[src/hw/rtl/spi_master_register_block_defines.svh]
// Assertion macros used by the SPI register block RTL.
`ifndef SPI_MASTER_REGISTER_BLOCK_DEFINES_SVH
`define SPI_MASTER_REGISTER_BLOCK_DEFINES_SVH

// Same-cycle implication, sampled on the rising clock edge outside reset.
`define SMRB_ASSERT_IMPL(lbl, ante, cons) \
    lbl: assert property (@(posedge i_clk) disable iff (!i_rst_n) (ante) |-> (cons)) \
        else $error("SPI register block assertion failed");

// Next-cycle implication, sampled on the rising clock edge outside reset.
`define SMRB_ASSERT_NEXT(lbl, ante, cons) \
    lbl: assert property (@(posedge i_clk) disable iff (!i_rst_n) (ante) |=> (cons)) \
        else $error("SPI register block assertion failed");

`endif

[src/hw/rtl/smrb_pkg.sv]
// Types and constants of the SPI register block.
package smrb_pkg;

    localparam logic [11:0] OFF_CTRL1  = 12'd0;
    localparam logic [11:0] OFF_CTRL2  = 12'd4;
    localparam logic [11:0] OFF_STATUS = 12'd8;
    localparam logic [11:0] OFF_DATA   = 12'd12;
    localparam logic [11:0] OFF_CS     = 12'd16;

    localparam int ST_RXNE = 0;
    localparam int ST_TXE  = 1;
    localparam int ST_UDR  = 2;
    localparam int ST_OVR  = 3;

    localparam int C2_ERRIE  = 5;
    localparam int C2_RXNEIE = 6;
    localparam int C2_TXEIE  = 7;

    localparam logic [3:0] STATUS_RESET = 4'h2;
    localparam logic [7:0] DATA_RESET   = 8'h0C;

    localparam logic MODE_READ  = 1'b0;
    localparam logic MODE_WRITE = 1'b1;

    typedef struct packed {
        logic        mode;
        logic [11:0] offset;
        logic [31:0] write_data;
        logic [7:0]  miso_byte;
    } t_access;

    typedef struct packed {
        logic [31:0] read_data;
        logic        irq_level;
        logic [3:0]  cs_levels;
        logic [7:0]  mosi_byte;
        logic        mosi_valid;
        logic        bad_offset;
    } t_result;

endpackage

[src/hw/rtl/smrb_in_stage.sv]
// Input register that captures one bus access word.
module smrb_in_stage (
    input  logic              i_clk,
    input  logic              i_rst_n,
    input  logic              i_valid,
    output logic              o_ready,
    input  smrb_pkg::t_access i_acc,
    output logic              o_valid,
    output smrb_pkg::t_access o_acc,
    input  logic              i_take
);
    import smrb_pkg::*;

    logic    r_valid;
    t_access r_acc;

    assign o_ready = !r_valid || i_take;
    assign o_valid = r_valid;
    assign o_acc   = r_acc;

    always_ff @(posedge i_clk) begin
        if (!i_rst_n) begin
            r_valid <= 1'b0;
        end else if (o_ready) begin
            r_valid <= i_valid;
        end
    end

    always_ff @(posedge i_clk) begin
        if (o_ready && i_valid) begin
            r_acc <= i_acc;
        end
    end

endmodule

[src/hw/rtl/smrb_regfile.sv]
// Register file and access decode of the SPI register block.
module smrb_regfile (
    input  logic              i_clk,
    input  logic              i_rst_n,
    input  logic              i_fire,
    input  smrb_pkg::t_access i_acc,
    output smrb_pkg::t_result o_res
);
    import smrb_pkg::*;

    `include "spi_master_register_block_defines.svh"

    logic [31:0] r_ctrl1, n_ctrl1;
    logic [31:0] r_ctrl2, n_ctrl2;
    logic [3:0]  r_status, n_status;
    logic [7:0]  r_data, n_data;
    logic [7:0]  r_cs, n_cs;
    t_result     res;
    logic        wr;

    assign wr = (i_acc.mode == MODE_WRITE);

    always_comb begin
        n_ctrl1  = r_ctrl1;
        n_ctrl2  = r_ctrl2;
        n_status = r_status;
        n_data   = r_data;
        n_cs     = r_cs;
        res      = '0;
        case (i_acc.offset)
            OFF_CTRL1: begin
                if (wr) begin
                    n_ctrl1 = i_acc.write_data;
                end else begin
                    res.read_data = r_ctrl1;
                end
            end
            OFF_CTRL2: begin
                if (wr) begin
                    n_ctrl2 = i_acc.write_data;
                end else begin
                    res.read_data = r_ctrl2;
                end
            end
            OFF_STATUS: begin
                if (wr) begin
                    if (i_acc.write_data[ST_UDR] || i_acc.write_data[ST_OVR]) begin
                        n_status[ST_UDR] = 1'b0;
                        n_status[ST_OVR] = 1'b0;
                    end
                end else begin
                    res.read_data = {28'd0, r_status};
                end
            end
            OFF_DATA: begin
                if (wr) begin
                    if (r_status[ST_RXNE]) begin
                        n_data           = i_acc.write_data[7:0];
                        n_status[ST_OVR] = 1'b1;
                    end else begin
                        res.mosi_byte     = i_acc.write_data[7:0];
                        res.mosi_valid    = 1'b1;
                        n_data            = i_acc.miso_byte;
                        n_status[ST_RXNE] = 1'b1;
                        n_status[ST_TXE]  = 1'b1;
                    end
                end else begin
                    if (r_status[ST_RXNE]) begin
                        n_status[ST_RXNE] = 1'b0;
                    end else begin
                        n_status[ST_UDR] = 1'b1;
                    end
                    res.read_data = {24'd0, r_data};
                end
            end
            OFF_CS: begin
                if (wr) begin
                    n_cs = i_acc.write_data[7:0];
                end else begin
                    res.read_data = {24'd0, r_cs};
                end
            end
            default: begin
                res.bad_offset = 1'b1;
            end
        endcase
        res.irq_level = (n_ctrl2[C2_TXEIE] && n_status[ST_TXE])
                     || (n_ctrl2[C2_RXNEIE] && n_status[ST_RXNE])
                     || (n_ctrl2[C2_ERRIE] && (n_status[ST_UDR] || n_status[ST_OVR]));
        res.cs_levels = ~(n_cs[3:0] & n_cs[7:4]);
    end

    assign o_res = res;

    always_ff @(posedge i_clk) begin
        if (!i_rst_n) begin
            r_ctrl1  <= '0;
            r_ctrl2  <= '0;
            r_status <= STATUS_RESET;
            r_data   <= DATA_RESET;
            r_cs     <= '0;
        end else if (i_fire) begin
            r_ctrl1  <= n_ctrl1;
            r_ctrl2  <= n_ctrl2;
            r_status <= n_status;
            r_data   <= n_data;
            r_cs     <= n_cs;
        end
    end

    // Nothing ever clears the transmit-empty flag.
    `SMRB_ASSERT_IMPL(a_txe_set, 1'b1, r_status[ST_TXE])
    `SMRB_ASSERT_NEXT(a_rxne_after_xfer, i_fire && res.mosi_valid, r_status[ST_RXNE])
    `SMRB_ASSERT_IMPL(a_xfer_on_data_write, res.mosi_valid, wr && (i_acc.offset == OFF_DATA))
    `SMRB_ASSERT_IMPL(a_bad_reads_zero, res.bad_offset, res.read_data == 32'd0)

endmodule

[src/hw/rtl/smrb_out_stage.sv]
// Result register that holds one finished word until it is taken.
module smrb_out_stage (
    input  logic              i_clk,
    input  logic              i_rst_n,
    input  logic              i_load,
    input  smrb_pkg::t_result i_res,
    output logic              o_can_load,
    output logic              o_valid,
    input  logic              i_ready,
    output smrb_pkg::t_result o_res
);
    import smrb_pkg::*;

    logic    r_valid;
    t_result r_res;

    assign o_can_load = !r_valid || i_ready;
    assign o_valid    = r_valid;
    assign o_res      = r_res;

    always_ff @(posedge i_clk) begin
        if (!i_rst_n) begin
            r_valid <= 1'b0;
        end else if (o_can_load) begin
            r_valid <= i_load;
        end
    end

    always_ff @(posedge i_clk) begin
        if (i_load) begin
            r_res <= i_res;
        end
    end

endmodule

[src/hw/rtl/spi_master_register_block.sv]
// Top level of the SPI register block: input register, register file, result register.
// A word in the input register moves into the result register once the result register can load.
// Throughput: one word per cycle while results are taken; the register file updates as a word moves
// from the input register into the result register.
// Reset is synchronous and active low; it empties both stages and sets the
// registers to their reset values (status holds transmit empty, data holds 0x0C).
module spi_master_register_block (
    input  logic        i_clk,
    input  logic        i_rst_n,
    input  logic        i_valid,
    output logic        o_ready,
    input  logic        i_mode,
    input  logic [11:0] i_offset,
    input  logic [31:0] i_write_data,
    input  logic [7:0]  i_miso_byte,
    output logic        o_valid,
    input  logic        i_ready,
    output logic [31:0] o_read_data,
    output logic        o_irq_level,
    output logic [3:0]  o_cs_levels,
    output logic [7:0]  o_mosi_byte,
    output logic        o_mosi_valid,
    output logic        o_bad_offset
);
    import smrb_pkg::*;

    t_access in_acc;
    t_access acc;
    t_result res;
    t_result out_res;
    logic    acc_valid;
    logic    can_load;
    logic    take;

    assign in_acc.mode       = i_mode;
    assign in_acc.offset     = i_offset;
    assign in_acc.write_data = i_write_data;
    assign in_acc.miso_byte  = i_miso_byte;

    assign take = acc_valid && can_load;

    smrb_in_stage u_in (
        .i_clk   (i_clk),
        .i_rst_n (i_rst_n),
        .i_valid (i_valid),
        .o_ready (o_ready),
        .i_acc   (in_acc),
        .o_valid (acc_valid),
        .o_acc   (acc),
        .i_take  (take)
    );

    smrb_regfile u_regs (
        .i_clk   (i_clk),
        .i_rst_n (i_rst_n),
        .i_fire  (take),
        .i_acc   (acc),
        .o_res   (res)
    );

    smrb_out_stage u_out (
        .i_clk      (i_clk),
        .i_rst_n    (i_rst_n),
        .i_load     (take),
        .i_res      (res),
        .o_can_load (can_load),
        .o_valid    (o_valid),
        .i_ready    (i_ready),
        .o_res      (out_res)
    );

    assign o_read_data  = out_res.read_data;
    assign o_irq_level  = out_res.irq_level;
    assign o_cs_levels  = out_res.cs_levels;
    assign o_mosi_byte  = out_res.mosi_byte;
    assign o_mosi_valid = out_res.mosi_valid;
    assign o_bad_offset = out_res.bad_offset;

endmodule

[config.mk]
export PLATFORM = sky130hd
export DESIGN_NAME = spi_master_register_block
export DESIGN_NICKNAME = d
export VERILOG_FILES = /design/src/hw/rtl/smrb_pkg.sv /design/src/hw/rtl/smrb_in_stage.sv /design/src/hw/rtl/smrb_regfile.sv /design/src/hw/rtl/smrb_out_stage.sv /design/src/hw/rtl/spi_master_register_block.sv
export VERILOG_INCLUDE_DIRS = /design/src /design/src/hw/rtl
export SDC_FILE = /design/constraint.sdc
export NUM_CORES = 1
export LEC_CHECK = 0
export ABC_CLOCK_PERIOD_IN_PS = 2800
export BUFFER_PORTS_ARGS = -buffer_cell sky130_fd_sc_hd__buf_2
export CORE_AREA = 3 3 149 151
export DETAILED_ROUTE_END_ITERATION = 8
export DIE_AREA = 0 0 152 154
export PLACE_DENSITY_LB_ADDON = 0.2
export SLEW_MARGIN = 20
export SYNTH_ARGS = -nofsm -noshare
export SYNTH_HDL_FRONTEND = slang
export SYNTH_SLANG_ARGS = --single-unit
[constraint.sdc]
create_clock -name i_clk -period 2.8 [get_ports i_clk]
set_input_delay 0.14 -clock i_clk [delete_from_list [all_inputs] [get_ports i_clk]]
set_output_delay 0.14 -clock i_clk [all_outputs]
set_load 0.1 [all_outputs]
; Yosys cells after proc, flatten, opt, wreduce, memory -nomap -nowiden
; Cells that the tools add are included.
[totals]
rom_bits = 0
reg_bits = 186
latch_bits = 0
output_inout_bits = 49
input_bits = 57
ramBits = 0
memories = 0
[classes]
n_reduce_logical = 20
eq_ne = 4
div_mod_pow = 0
n_shift = 0
order_cmp = 0
add_sub_neg = 0
multipliers = 0
n_bitwise = 4
muxes = 24
[op_table]
columns = op, count
row1 = $pmux W32 S5, 1
row2 = $mux W32, 2
row3 = $mux W8, 7
row4 = $eq A12 B4 Y1 const B, 2
row5 = $eq A12 B3 Y1 const B, 1
row6 = $eq A12 B5 Y1 const B, 1
row7 = $logic_not A12 Y1, 1
row8 = $reduce_and A3 Y1, 3
row9 = $mux W1, 8
row10 = $mux W2, 4
row11 = $logic_or A1 B1 Y1, 6
row12 = $logic_and A1 B1 Y1, 5
row13 = $reduce_or A5 Y1, 1
row14 = $and A4 B4 Y4, 1
row15 = $mux W4, 1
row16 = $not A4 Y4, 1
row17 = $pmux W2 S2, 1
row18 = $reduce_or A3 Y1, 1
row19 = $logic_not A1 Y1, 2
row20 = $not A1 Y1, 2
row21 = $reduce_and A2 Y1, 1

; Logic depth before layout (Yosys ltp)
[depth]
word_depth = 7
depth_mapped = 8
depth_no_buf = 5

; Modules after synthesis
; Synthesis repeated with hierarchy kept, for this count alone.
[hier_totals]
cells_unflattened = 635
area_unflattened_um2 = 7368.3
[modules_own_cells]
columns = module, n_inst, area_each_um2, cells_per_inst
row1 = smrb_regfile, 1, 4252.8, 525
row2 = smrb_in_stage, 1, 1649.1, 58
row3 = smrb_out_stage, 1, 1460.2, 51
row4 = spi_master_register_block, 1, 6.3, 1

; Worst setup path after synthesis
; No wires, ideal clock.
[synth_timing]
path_type = register -> register
startpoint = reg u_out.r_valid, in the netlist u_out.o_valid
endpoint = reg u_in.r_acc, in the netlist u_in.o_acc[0] (enable)
slack_ps = -614
path_stages_with_launch = 4
arrival_ps = 2998
cell_sequence = dfxtp_1 nor2b_1 nand2_1 and2_1
[synth_between]
elab_chain_len = 5
[synth_lines]
columns = element, line
row1 = "start, declared", smrb_out_stage.sv:14  ; logic r_valid;
row2 = "start signal, assigned", smrb_out_stage.sv:25  ; r_valid <= i_load;
row3 = $logic_not A1 Y1, smrb_out_stage.sv:17  ; assign o_can_load = !r_valid || i_ready;
row4 = $logic_or A1 B1 Y1, smrb_out_stage.sv:17
row5 = $logic_and A1 B1 Y1, spi_master_register_block.sv:40  ; assign take = acc_valid && can_load;
row6 = $logic_or A1 B1 Y1, smrb_in_stage.sv:17  ; assign o_ready = !r_valid || i_take;
row7 = net o_ready, spi_master_register_block.sv:11  ; output logic o_ready,
row8 = $logic_and A1 B1 Y1, smrb_in_stage.sv:30  ; if (o_ready && i_valid) begin
row9 = "end signal, assigned", smrb_in_stage.sv:31  ; r_acc <= i_acc;
row10 = "end, declared", smrb_in_stage.sv:15  ; t_access r_acc;
; The timed path passes the listed nets, and every way through them passes these cells.
; A chain may end at the register's enable or synchronous reset.

==> qor.txt <==
status: finished, final reports clean
Min-Delay Path Class: primary input to flop
synthesized cell area: 0.007313 mm²
die area: 0.02341 mm²
Final Cycle Share: 0.8390
Hold Vio Cnt, Final: 0
die height: 154 µm
vias in the first global route: 5,054
htree depth: 4
Final #Nets: 799
Port Buf Inserts: 105
total CTS buffers: 17
gr usage total: 0.1469
Max Fclk: 0.4257 GHz
drt total wl: 17,080 µm
capture point of the worst reg-to-reg path: u_out.o_res[16]$_DFFE_PP_
First-pass DRT Iterations: 5
final HPWL from detailed placement: 10,920 µm
Hold Path End: u_out.o_valid$_SDFFE_PN0P_
root buf cell: clkbuf_16
Syn Inst Count: 589
worst vdd ir: 375.9 µV
Reg clk slew, reported paths: 70 ps
Post-Syn Nets: 646
pwr dens: 622.7 mW/mm²
Worst R2R Start: u_in.o_acc[50]$_DFFE_PP_
r2r worst-path depth: 6
area delta synth->final: 25.53%
commonest non-fill, non-tap cell in the layout: buf_2
Overflow after GRT: 0
fin crit period: 2349 ps
RSZ-0062 raised after global routing: no
Setup crit start kind: flop
CTS tree: done
Hold Path Depth: 3
sequential area share after synthesis: 0.6460
CP Class: flop to flop
Crit Path Max Fanout: 32
Clk Latency, worst-skew pair: 420 ps
Via density: 4.844
setup violators final: 0
Routed wire per std cell: 16.58 µm
synth unique cells: 46
Clock Skews: 10.89 ps
Final Max Slew Viols: 0
Residual DRC: 0
Starting DRT DRC Count: 375
Core ar.: 0.02096 mm²
synthesized flop and latch total: 186
maxcap violations: 0
Crit. End Element: flop
clock sink total: 186
Clock Path Buffers: 2
Yosys Warn Count: 0
post-CTS setup buffers: 0
Setup TNS: 0 ps
initial antenna violation count: 0
pre-CTS setup slack: 502.2 ps
Initial Utilization: 0.3490
ratio of cells with drive above 1 in the final layout: 0.2199
final core occ: 0.4381
GPL Wtd Cong: 0.7959
CP Data Required Time: 3060 ps
pin count of the biggest net entering global routing: 52
first-pass GRT wire length: 27,120 µm
io pins: 106
Cell Rows: 53
R2R Setup Slk: 450 ps
FILL cells: 2,015
Critical Path AT: 2610 ps
worst hold start: i_ready
PnR worst setup slack: 450.9 ps
leakage: 3.121 nW
DR vias: 4,989
most frequent cells in the layout: 105 x buf_2, 100 x edfxtp_1, 86 x nand2_1, 85 x dfxtp_1
Ant. Diodes: 0
worst-margin pin slew: 821.1 ps
Antenna Nets Post-Route: 0
syn_area_per_cell: 12.42 µm²
Die Wd: 152 µm
Slew HR: 0.4518
flip-flops by register name (all words and copies together), names as in the netlist:
register and count:
u_in.o_acc 53, u_in.o_valid 1, u_out.o_res 47, u_out.o_valid 1
u_regs.r_cs 8, u_regs.r_ctrl1 32, u_regs.r_ctrl2 32, u_regs.r_data 8
u_regs.r_status 4
repair_timing:
action	CTS	global route
resized for setup	0	0
hold buffers	54	0
endpoints found under the hold margin	54	0
worst max-delay path by stage:
stage	start	to	cells after the start	slack, ps
2_1_floorplan	u_out.o_valid$_SDFFE_PN0P_	u_in.o_acc[0]$_DFFE_PP_	3	160
3_3_place_gp	u_in.o_acc[50]$_DFFE_PP_	u_out.o_res[16]$_DFFE_PP_	6	560
3_5_place_dp	u_in.o_acc[50]$_DFFE_PP_	u_out.o_res[16]$_DFFE_PP_	6	500
4_1_cts	u_in.o_acc[50]$_DFFE_PP_	u_out.o_res[16]$_DFFE_PP_	6	480
5_1_grt	u_in.o_acc[50]$_DFFE_PP_	u_out.o_res[16]$_DFFE_PP_	6	300
6_report	u_in.o_acc[50]$_DFFE_PP_	u_out.o_res[16]$_DFFE_PP_	6	450
cell usage after synthesis, drive strengths merged:
library cell	instances	area (µm²)
and4	1	8.760
a222oi	6	60.06
a21o	1	8.760
and3	1	7.510
and3b	1	8.760
a221oi	1	8.760
mux2	2	22.52
nand2	86	322.8
a22oi	27	202.7
nor3b	2	25.02
o211ai	3	22.52
o211a	6	60.06
nor2	44	165.2
dfxtp	86	1722
clkbuf	21	80.07
a21oi	4	20.02
nand3	6	42.54
or3	1	6.260
nand4	3	18.77
nor3	4	47.54
o21ai	7	35.03
or2	2	12.52
mux2i	54	540.5
nor2b	45	281.5
o21a	1	7.510
xor2	1	8.760
nor4b	1	8.760
buf	17	143.9
edfxtp	100	3003
a22o	3	26.28
a31oi	4	25.02
nand2b	2	12.51
nor4bb	1	10.01
and2	11	68.82
a21boi	33	247.7
nor4	1	21.27
through the flow:
| step | hold slack [ps] | power (mW) | instance area [µm²] | std cells |
|---|---|---|---|---|
| after floorplan | 238.9 | 3.344 | 7317 | 589 |
| after global placement | 317.2 | 3.460 | 8075 | 944 |
| after detailed placement | 318.1 | 3.466 | 8075 | 944 |
| after CTS | 56.70 | 5.791 | 9180 | 1030 |
| after global routing | 65.65 | 5.908 | 9180 | 1030 |
| final | 77.11 | 5.716 | 9180 | 1030 |
power by group:
group          switching, mW  internal [mW]
sequential            0.0550           2.95
clock                   1.05           1.21
combinational          0.319          0.130
total                   1.42           4.29
metal layers:
metal,vias up,part of all wire,track usage
li1,2410,-,-
met1,2436,0.44,0.1869
met2,125,0.50,0.2475
met3,18,0.044,0.03518
met4,0,0.015,0.04837
met5,-,0,0
worst max-delay path: stages (launching register included):
cell	delay (ps)
edfxtp_1	420
nor4_4	450
and3_2	440
and2_1	180
buf_4	370
a222oi_1	140
nor2_1	180
logic make-up after synthesis:
| kind of cell | Yosys count | synth area share |
|---|---|---|
| simple gates | 212 | 0.1461 |
| flops | 186 | 0.6460 |
| compound gates | 96 | 0.09906 |
| mux | 56 | 0.07699 |
| buf+inv | 38 | 0.03062 |
| xor+xnor | 1 | 0.001198 |
layout make-up:
| type | instances | area [µm²] | area share |
|---|---|---|---|
| Tap cell | 275 | 344.1 | 0.03748 |
| Clock buffer | 18 | 450.4 | 0.04907 |
| Multi-Input combinational cell | 365 | 2370 | 0.2581 |
| Timing Repair Buffer | 172 | 1176 | 0.1281 |
| Clock inverter | 14 | 113.9 | 0.01240 |
| Sequential cell | 186 | 4726 | 0.5148 |
Power figures use the tool's default switching activity.
